### src/design/gbrs_ram.sv
module gbrs_ram #(
  parameter int WIDTH = 24,
  parameter int DEPTH = 16
) (
  input  logic                     clk,
  input  logic                     we,
  input  logic [$clog2(DEPTH)-1:0] waddr,
  input  logic [WIDTH-1:0]         wdata,
  input  logic [$clog2(DEPTH)-1:0] raddr,
  output logic [WIDTH-1:0]         rdata
);

  logic [WIDTH-1:0] mem [DEPTH];

  always_ff @(posedge clk) begin
    if (we) begin
      mem[waddr] <= wdata;
    end
    rdata <= mem[raddr];
  end

endmodule

### config.mk
export PLATFORM = sky130hd
export DESIGN_NAME = gbrs_ram
export DESIGN_NICKNAME = d
export VERILOG_FILES = /design/src/design/gbrs_ram.sv
export SDC_FILE = /design/constraint.sdc
export NUM_CORES = 1
export LEC_CHECK = 0
export ABC_AREA = 0
export BUFFER_PORTS_ARGS = -buffer_cell sky130_fd_sc_hd__buf_2
export CORE_MARGIN = 2
export CORE_UTILIZATION = 55
export CTS_CLUSTER_SIZE = 25
export DETAILED_ROUTE_END_ITERATION = 8
export HOLD_SLACK_MARGIN = 0.02
export PLACE_DENSITY = 0.75
export SLEW_MARGIN = 0
export SYNTH_ARGS = -nofsm -noshare
export SYNTH_HDL_FRONTEND = slang
export SYNTH_SLANG_ARGS = --single-unit
export TNS_END_PERCENT = 100
### constraint.sdc
create_clock -name clk -period 2.5 [get_ports clk]
set_input_delay 0.125 -clock clk [delete_from_list [all_inputs] [get_ports clk]]
set_output_delay 0.125 -clock clk [all_outputs]
set_load 0.05 [all_outputs]
==> results by stage <==
Status:
- The flow ran to the end, and the final reports show no timing, DRC or antenna violations.

Floorplan:
- The number of core rows is 60.
- The I/O pin count is 58.
- The die is 169 um wide.
- The core outline area is 26800 um2.
- The floorplan die area is 28500 um2.
- The initial standard-cell utilization of the core is 55.7%.
- The chip height is 169 um.

Clocking:
- The later-pin clock latency in the skew report is 0.53 ns.
- Clock tree synthesis inserted a total of 38 buffers.
- For this design, the sink count on the clock tree is 408.
- Post-CTS repair changed the size of 0 cells.
- The largest buffer count on any clock path is 3.
- CTS built an H-tree with a depth of 2.
- The number of setup buffers added after CTS is 0.
- TritonCTS built the clock tree.
- The clock-pin transition on the worst setup and hold timing paths is 0.06 ns.
- The clock root buffer master is sky130_fd_sc_hd__clkbuf_16.
- The hold-fix buffer count after cts is 24.

Setup path:
- The largest single stage delay on the critical path is 0.41 ns.
- The combined buffer and inverter count along the critical path is 1.
- The cell family contributing the most delay on the critical path is flip-flops.
- The startpoint type of the worst setup path is a register.
- The register-to-register setup slack is 1.15 ns.
- In this run the worst path has a maximum fanout of 1.
- Traced cell by cell, the critical path runs through buf_2.
- For the worst setup path, the data arrival time is 1.23 ns.
- The type of destination of the critical path is an output pin.
- The endpoint required time on the critical path is 2.38 ns.
- The standard cell with the maximum stage delay on the critical path is sky130_fd_sc_hd__dfxtp_1.
- The worst setup path category is reg -> out.

Route:
- For this run, design rule violations remaining after detail routing come to 0.
- The via count is 6980.
- Before antenna repair, the detailed router went through 5 iterations.
- Dividing the detail-routed wire length by the instance count gives 27.4 um.
- The number of antenna-violating nets in the routed design is 0.
- The overall routed net length is 30800 um.
- Dividing the detail-routed via count by the number of cells gives 6.22.
- The violation count after the first detailed-routing iteration is 788.

Timing:
- For this run, the top clock speed supported by timing is 738 MHz.
- Counting I/O delays and the setup requirement, the final critical path takes 1.35 ns.
- The final setup violation count is 0.
- The count of pins over their slew limit is 0.
- The total count of hold-check failures in the final report was 0.
- The clock skew after layout is 0.0214 ns.
- Setup repair after global routing left no endpoint under its margin.
- The worst-margin pin slew is 0.560 ns.
- The setup total negative slack is 0 ns.
- The final cycle utilization of the critical path is 54.2%.
- Headroom to the max-slew limit came out at 62.6%.

Global route:
- The met1 demand-to-capacity share in global routing is 30.1%.
- The via count of the first global-routing pass came to 7480.
- The number of antenna violations at the first check in global routing came to 0.
- Entering global routing, the biggest net connects 42 pins.
- The global-route total usage across every layer is 22.5%.
- The first global-routing pass estimated 46000 um of wire.
- Summed over all layers, the global routing overflow is 0.
- The highest-utilization routing layer at the global route stage is met2.
- The global routing usage on met3 is 3.76%.
- Global routing used 38.3% of the available met2 tracks.

Placed design:
- The count of input and output buffers is 57.
- The number of cells after detailed placement is 1030.
- The last weighted congestion value of the routability-driven placer is 0.709.
- The HPWL reported at the end of detailed placement is 15400 um.

Yosys:
- The number of warnings printed during yosys synthesis is 0.
- The number of library cell types mapped by synthesis is 16.
- In this run the mean area of a mapped cell was 23.5 um2.
- When the netlist entered floorplanning its net count stood at 670.
- The share of synthesized area occupied by flip-flops and latches is 80.4%.
- The cell count after synthesis is 636.
- The flip-flop and latch count after synthesis is 408.
- The synthesized netlist occupies a cell area of 14900 um2.

Final layout:
- The total number of nets in the final design is 787.
- The post-synthesis to final-layout area growth is 15.6%.
- The most common library cell in the layout ignoring fill and taps is sky130_fd_sc_hd__edfxtp_1.
- The number of antenna diodes in the final layout is 0.
- The layout cell share with drive strength beyond 1 is 32.6%.
- The filler-free cell count of the finished design is 1123.
- The library cells used most frequently in the layout, excluding fill and tap cells, are sky130_fd_sc_hd__edfxtp_1 (384), sky130_fd_sc_hd__mux4_2 (96), sky130_fd_sc_hd__buf_2 (55).

Power:
- The analysis attributes to cell leakage a power of 5.62 nW.
- Power spread over the standard cell area amounts to 817 nW/um2.
- The worst supply voltage drop on vdd is 0.778 mV.

Flow run:
- The tool flagged a number of max-cap violations equal to 0.

Worst hold path:
- The worst min-delay path category is in -> reg.
## registers in the layout (all words and copies together), names as in the netlist
| name | cells |
|---|---|
| rdata | 24 |
| mem | 384 |
## through the flow
stage | total power [mW] | area (um2) | util (%) | hold slack [ns] | setup WS (ns)
2_1_floorplan | 8.36 | 14900 | - | 0.224 | 0.0580
3_3_place_gp | 8.62 | 15800 | 59.0 | 0.472 | 0.729
3_5_place_dp | 8.66 | 15800 | 59.0 | 0.501 | 0.702
4_1_cts | 14.2 | 17300 | 64.4 | 0.256 | 1.14
5_1_grt | 14.5 | 17300 | 64.4 | 0.281 | 1.08
6_report | 14.1 | 17300 | 64.4 | 0.263 | 1.15
## area by class of cell
type	instances	area, um2
multi-input combinational	195	2810
timing repair buffer	110	802
clock buffer	52	1070
fill	1709	9550
clock inverter	17	131
sequential	408	12000
tap	341	427
## logic make-up after synthesis
family,count (synthesis),share of synthesized area (%)
AO/OA/AOI/OAI,48,2.41
buffers and inverters,33,1.16
flip-flops,408,80.4
multiplexers,96,14.5
AND/OR/NAND/NOR,51,1.49
## worst register-to-register path: stages (launching register included)
cell	delay [ns]
sky130_fd_sc_hd__edfxtp_1	0.35
sky130_fd_sc_hd__mux4_2	0.47
sky130_fd_sc_hd__a22oi_1	0.28
sky130_fd_sc_hd__nand2_1	0.11
## power by group
part | switching [mW] | internal [mW]
clock network | 2.34 | 3.22
logic | 0.536 | 0.311
registers | 0.0495 | 7.65
## metal layers
metal | vias to the layer above | routed length, um
met3 | 78 | 2020
met5 | - | 0
met2 | 302 | 15700
met4 | 0 | 924
met1 | 3666 | 12100
li1 | 2934 | -
## cells in the mapped netlist (all sizes together)
cell type	number	area share (%)
nor2b	2	0.084
nor3	4	0.13
edfxtp	384	77
nor2	13	0.33
and2	1	0.042
nand3	1	0.033
mux4	96	14
a22oi	48	2.4
dfxtp	24	3.2
nand3b	2	0.10
clkbuf	18	0.45
buf	15	0.71
nand2	25	0.63
or3b	1	0.059
nand2b	2	0.084
## worst paths after layout
| check | to | startpoint | depth (start not counted) |
|---|---|---|---|
| worst max-delay path | rdata[7] | rdata[7] | 1 |
| worst min-delay path | rdata[4] | raddr[1] | 4 |
| worst max register to register | rdata[5] | mem[11][5] | 3 |
| worst min register to register | rdata[10] | mem[15][10] | 3 |
(Power assumes the default switching activity.)
