`config.mk`:
```
export PLATFORM = sky130hd
export DESIGN_NAME = gbrs_cell
export DESIGN_NICKNAME = d
export VERILOG_FILES = /design/src/design/gbrs_pkg.sv /design/src/design/gbrs_cell.sv
export SDC_FILE = /design/constraint.sdc
export NUM_CORES = 1
export LEC_CHECK = 0
export BUFFER_PORTS_ARGS = -buffer_cell sky130_fd_sc_hd__buf_2
export CORE_UTILIZATION = 38
export CTS_CLUSTER_DIAMETER = 100
export CTS_CLUSTER_SIZE = 25
export DETAILED_ROUTE_END_ITERATION = 10
export PLACE_DENSITY_LB_ADDON = 0.3
export SYNTH_ARGS = -nofsm -noshare
export SYNTH_HDL_FRONTEND = slang
export SYNTH_SLANG_ARGS = --single-unit
```
`constraint.sdc`:
```
create_clock -name clk -period 6.2 [get_ports clk]
set_clock_uncertainty 0.05 [all_clocks]
set_input_delay 0.62 -clock clk [delete_from_list [all_inputs] [get_ports clk]]
set_output_delay 0.62 -clock clk [all_outputs]
set_load 0.05 [all_outputs]
```
`src/design/gbrs_pkg.sv`:
```
package gbrs_pkg;

  // Defaults for the size parameters of the top level.
  localparam int MAX_RADIUS_DEF = 3;
  localparam int MAX_WIDTH_DEF  = 1024;
  localparam int MAX_HEIGHT_DEF = 4096;

  // Configuration port.
  localparam int CFG_INDEX_W = 3;
  localparam int CFG_DATA_W  = 16;

  localparam logic [CFG_INDEX_W-1:0] CFG_RADIUS  = 3'd0;
  localparam logic [CFG_INDEX_W-1:0] CFG_WIDTH   = 3'd1;
  localparam logic [CFG_INDEX_W-1:0] CFG_HEIGHT  = 3'd2;
  localparam logic [CFG_INDEX_W-1:0] CFG_WEIGHT0 = 3'd3;
  localparam logic [CFG_INDEX_W-1:0] CFG_WEIGHT1 = 3'd4;
  localparam logic [CFG_INDEX_W-1:0] CFG_WEIGHT2 = 3'd5;
  localparam logic [CFG_INDEX_W-1:0] CFG_WEIGHT3 = 3'd6;

  // Register values after reset.
  localparam logic [1:0]  RADIUS_RST  = 2'd1;
  localparam logic [10:0] WIDTH_RST   = 11'd640;
  localparam logic [12:0] HEIGHT_RST  = 13'd480;
  localparam logic [15:0] WEIGHT0_RST = 16'd29614;
  localparam logic [15:0] WEIGHT1_RST = 16'd17961;
  localparam logic [15:0] WEIGHT2_RST = 16'd0;
  localparam logic [15:0] WEIGHT3_RST = 16'd0;

  // Input commands.
  localparam logic CMD_PIXEL = 1'b0;
  localparam logic CMD_FLUSH = 1'b1;

  // Q0.16 times Q0.16 gives Q0.32; the integer part starts here.
  localparam int FRAC_W = 32;
  localparam int WEIGHT_W = 16;
  localparam int PIX_W = 24;

  typedef struct packed {
    logic [7:0] red;
    logic [7:0] green;
    logic [7:0] blue;
  } rgb_t;

  typedef logic [3:0][WEIGHT_W-1:0] weight_set_t;

  typedef enum logic [2:0] {
    S_IDLE,
    S_STEP,
    S_CHECK,
    S_READ,
    S_WAIT,
    S_OUT
  } state_t;

  // One-dimensional weight for an absolute offset; offsets past three weigh nothing.
  function automatic logic [WEIGHT_W-1:0] weight_pick(input weight_set_t w,
                                                      input logic [2:0] d);
    logic [WEIGHT_W-1:0] res;
    case (d)
      3'd0: res = w[0];
      3'd1: res = w[1];
      3'd2: res = w[2];
      3'd3: res = w[3];
      default: res = '0;
    endcase
    return res;
  endfunction

endpackage

```
`src/design/gbrs_cell.sv`:
```
module gbrs_cell #(
  parameter int ACC_W = 27
) (
  input  logic                  clk,
  input  logic                  en,
  input  gbrs_pkg::rgb_t        pix,
  input  logic [15:0]           wt,
  input  logic [2:0][ACC_W-1:0] acc_in,
  output logic [2:0][ACC_W-1:0] acc_out
);

  import gbrs_pkg::*;

  logic [23:0] prod_r, prod_g, prod_b;

  always_comb begin
    prod_r = pix.red * wt;
    prod_g = pix.green * wt;
    prod_b = pix.blue * wt;
  end

  // Transposed tap: the partial sum moves one cell down the row per fed pixel.
  always_ff @(posedge clk) begin
    if (en) begin
      acc_out[2] <= acc_in[2] + ACC_W'(prod_r);
      acc_out[1] <= acc_in[1] + ACC_W'(prod_g);
      acc_out[0] <= acc_in[0] + ACC_W'(prod_b);
    end
  end

endmodule

```
==> summary.txt <==
Placed design
  • Placed wire-length estimate: 34900 microns
  • Cell Count Post-Placement: ~2.7k
  • Count of input and output buffers: between 200 and 250
  • Pre-CTS setup slack: 0.445 ns
  • Final GP Congestion: a little under 0.9

Route
  • Antenna Violating Nets Remaining: 0
  • Detailed Route Iter0 Violations: about 450
  • Routed WL: between 40000 and 50000 microns
  • Number of remaining DRC errors: 0
  • Drt wl/cell: between 15 and 20 microns
  • Vias after detailed routing: 12.9k
  • First drt pass iteration count: 4
  • Post-detailed-route via-to-cell ratio: about 4.8

Synth
  • Number of enable-type register cells in the synthesized netlist: 81
  • Mapped Avg Cell Area: between 9 and 10 sq um
  • Most common cell in the netlist: sky130_fd_sc_hd__inv_1
  • Dominant synthesized flop cell: sky130_fd_sc_hd__edfxtp_1
  • Number of distinct library cell variants in the gate-level netlist after synthesis: 63
  • Number of register bits inferred by synthesis: 81
  • Share of the yosys chip area belonging to registers: between 10 and 15%
  • Library cell occupying the most area in the post-synthesis netlist: sky130_fd_sc_hd__fa_1
  • Yosys Warn Count: 0
  • Syn Std Cell Area: around 0.017 sq mm
  • Post-Synthesis Cells: roughly 1.9k
  • Fraction of post-synthesis cell area in the top cell type by area: 36.6%
  • Synthesized Nets: roughly 2.5k
  • Async set-or-reset flop fraction in the synthesized netlist: 0%
  • Commonest cells in the synthesized netlist: sky130_fd_sc_hd__inv_1 (499), sky130_fd_sc_hd__fa_1 (318), sky130_fd_sc_hd__and2_1 (251), sky130_fd_sc_hd__nand2_1 (166), sky130_fd_sc_hd__ha_1 (147)
  • Leading cell types by total area after synthesis: sky130_fd_sc_hd__fa_1 (37%), sky130_fd_sc_hd__edfxtp_1 (14%), sky130_fd_sc_hd__inv_1 (11%)

Cells and area
  • Final instance count without filler cells: 2670
  • Synth-to-layout area growth: 11.1%
  • Reg with most FFs: acc_out
  • Max reg flops: roughly 80
  • Proportion of layout cells with a drive suffix above 1: a little under an eighth
  • Total number of nets in the final design: around 2.7k
  • Biggest regs: acc_out x81

Clocking
  • Post-cts resize count: 0
  • Buffer count from post-CTS setup fixing: 0
  • Number of buffers on the longest clock path: 2
  • H-tree Lvls: 3
  • Number of buffers created by CTS: 9
  • CTS Root Cell: sky130_fd_sc_hd__clkbuf_16
  • Clock transition at the register clock pins on the worst setup and hold paths after CTS: approximately 0.070 ns
  • Hold buffers post-CTS: 0
  • Number of clock sinks seen by CTS: about 80
  • TritonCTS clock tree: done

STA
  • Slew at the pin with the worst max-slew slack: roughly 0.76 ns
  • # setup viols final: 0
  • Max-slew violation count: 0
  • Least setup slack across all paths after layout: 0.827 ns
  • Number of hold violations in the final report: 0
  • Setup TNS: 0 ns
  • Rel. slew slack: roughly 49%
  • Unrepaired setup endpoints after global routing: no
  • Share of the clock period used by the worst path after layout: between 80 and 90%
  • Upper clock frequency limit: ~190 MHz
  • Final critical-path required period: roughly 5.4 ns

Global route
  • Initial antenna violation count: 3
  • Vias in the first global route: about 14k
  • First-pass GRT wire length: just over 70000 microns
  • Pin count of the biggest net entering global routing: 55
  • Global-route congestion overflow total: 0
  • Overall track demand over capacity in global routing: 19.3%

Floorplan
  • Count of boundary I/O pins: between 200 and 250
  • Height of the die: 216 microns
  • Initial Utilization: between 30% and 40%
  • Count of standard-cell rows: 78
  • Die ar.: approximately 0.047 sq mm
  • Area of the core: around 0.045 sq mm
  • Width of the chip: between 200 and 250 microns

Critical path
  • Startpoint type of the worst setup path: input port
  • Critical Path Fanout Max: 24
  • Classification of the worst setup path: in2reg
  • Req. time, crit path: between 6 and 7 ns
  • CP endpoint kind: register
  • Arrival time reported for the critical path endpoint: approximately 5.5 ns

Power
  • Peak supply drop: 343 uV
  • Cell leakage power: between 0.01 and 0.015 uW
  • Total power: between 9000 and 10000 uW
  • Power per Cell Area: approximately 470 mW/mm^2

Run
  • Max-cap violations: 0

Hold path
  • Type of the tightest min-delay check: in2reg

Outcome
  • Status: complete, no violations
[final timing paths]
kind,start,to,slack [ns],depth (start not counted)
hold / removal,acc_in[27],acc_out[27]$_DFFE_PP_,0.48,2
setup / recovery,wt[5],acc_out[78]$_DFFE_PP_,0.83,17
[cells by family after synthesis]
logic type	share of synthesized area [%]
adder cells (fa/ha/maj)	47.1
buffers and inverters	12.2
multiplexers	0.230
XOR/XNOR	2.72
AND/OR/NAND/NOR	16.4
AO/OA/AOI/OAI	7.41
flip-flops	14.0
[placed cells by master (no fill, tap or decap), types with 5 or more instances in the layout]
master | Yosys | routed
sky130_fd_sc_hd__inv_1 | 499 | 499
sky130_fd_sc_hd__fa_1 | 318 | 318
sky130_fd_sc_hd__and2_1 | 251 | 251
sky130_fd_sc_hd__buf_2 | 1 | 202
sky130_fd_sc_hd__nand2_1 | 166 | 166
sky130_fd_sc_hd__ha_1 | 147 | 147
sky130_fd_sc_hd__edfxtp_1 | 81 | 81
sky130_fd_sc_hd__nor2_1 | 50 | 50
sky130_fd_sc_hd__a21oi_1 | 47 | 47
sky130_fd_sc_hd__xnor2_1 | 38 | 38
sky130_fd_sc_hd__o21ai_0 | 34 | 34
sky130_fd_sc_hd__a21o_1 | 28 | 28
sky130_fd_sc_hd__xor2_1 | 16 | 16
sky130_fd_sc_hd__buf_4 | 0 | 16
sky130_fd_sc_hd__nor3_1 | 14 | 14
sky130_fd_sc_hd__a31oi_1 | 13 | 13
sky130_fd_sc_hd__nand3_1 | 11 | 11
sky130_fd_sc_hd__o21bai_1 | 10 | 10
sky130_fd_sc_hd__a211oi_1 | 10 | 10
sky130_fd_sc_hd__o21a_1 | 10 | 10
sky130_fd_sc_hd__clkbuf_16 | 0 | 9
sky130_fd_sc_hd__nand2b_1 | 8 | 8
sky130_fd_sc_hd__nor4_1 | 7 | 7
sky130_fd_sc_hd__nand4_1 | 6 | 6
sky130_fd_sc_hd__nor2b_1 | 6 | 6
sky130_fd_sc_hd__and3_1 | 5 | 5
[power breakdown]
| part | switching, uW | internal (uW) | leakage [uW] |
|---|---|---|---|
| clock | 256 | 310 | 0.000137 |
| sequential | 66.5 | 1180 | 0.000793 |
| combinational | 4540 | 2780 | 0.00918 |
[per-layer routing]
metal / share of wire, % / up-vias / routed length [microns] / GRT usage, %
met4: 1.9 / 4 / 799 / 6.08
met3: 4.0 / 40 / 1690 / 2.96
li1: - / 6076 / - / -
met1: 45 / 6480 / 18900 / 25.3
met2: 49 / 250 / 20600 / 32.6
met5: 0.055 / - / 23 / 0
[through the flow]
stage / cell area (sq um) / hold WS, ns / util, %
floorplan: 17400 / 0.682 / -
global placement: 19000 / 0.860 / 42.1
detailed placement: 19000 / 0.877 / 42.1
CTS: 19300 / 0.455 / 42.7
global route: 19300 / 0.470 / 42.7
finish: 19300 / 0.483 / 42.7
[critical path, stage by stage]
cell and delay (ns):
sky130_fd_sc_hd__buf_2 0.42, sky130_fd_sc_hd__nand2_1 0.17, sky130_fd_sc_hd__fa_1 0.54, sky130_fd_sc_hd__fa_1 0.54, sky130_fd_sc_hd__inv_1 0.05, sky130_fd_sc_hd__fa_1 0.47
sky130_fd_sc_hd__inv_1 0.05, sky130_fd_sc_hd__fa_1 0.47, sky130_fd_sc_hd__inv_1 0.04, sky130_fd_sc_hd__ha_1 0.31, sky130_fd_sc_hd__a2111oi_0 0.37, sky130_fd_sc_hd__nor3_1 0.09
sky130_fd_sc_hd__o21a_2 0.18, sky130_fd_sc_hd__o41ai_4 0.49, sky130_fd_sc_hd__o32ai_1 0.14, sky130_fd_sc_hd__o21bai_1 0.17, sky130_fd_sc_hd__a311o_1 0.33
[final cells by class]
| class | instances | area (sq um) |
|---|---|---|
| Antenna cell | 1 | 2.50 |
| Clock buffer | 9 | 225 |
| Clock inverter | 7 | 71.3 |
| Fill cell | 4565 | 25900 |
| Inverter | 499 | 1870 |
| Multi-Input combinational cell | 1255 | 12900 |
| Sequential cell | 81 | 2430 |
| Tap cell | 600 | 751 |
| Timing Repair Buffer | 218 | 1130 |
Note: power is estimated with default switching activity, not from simulation.
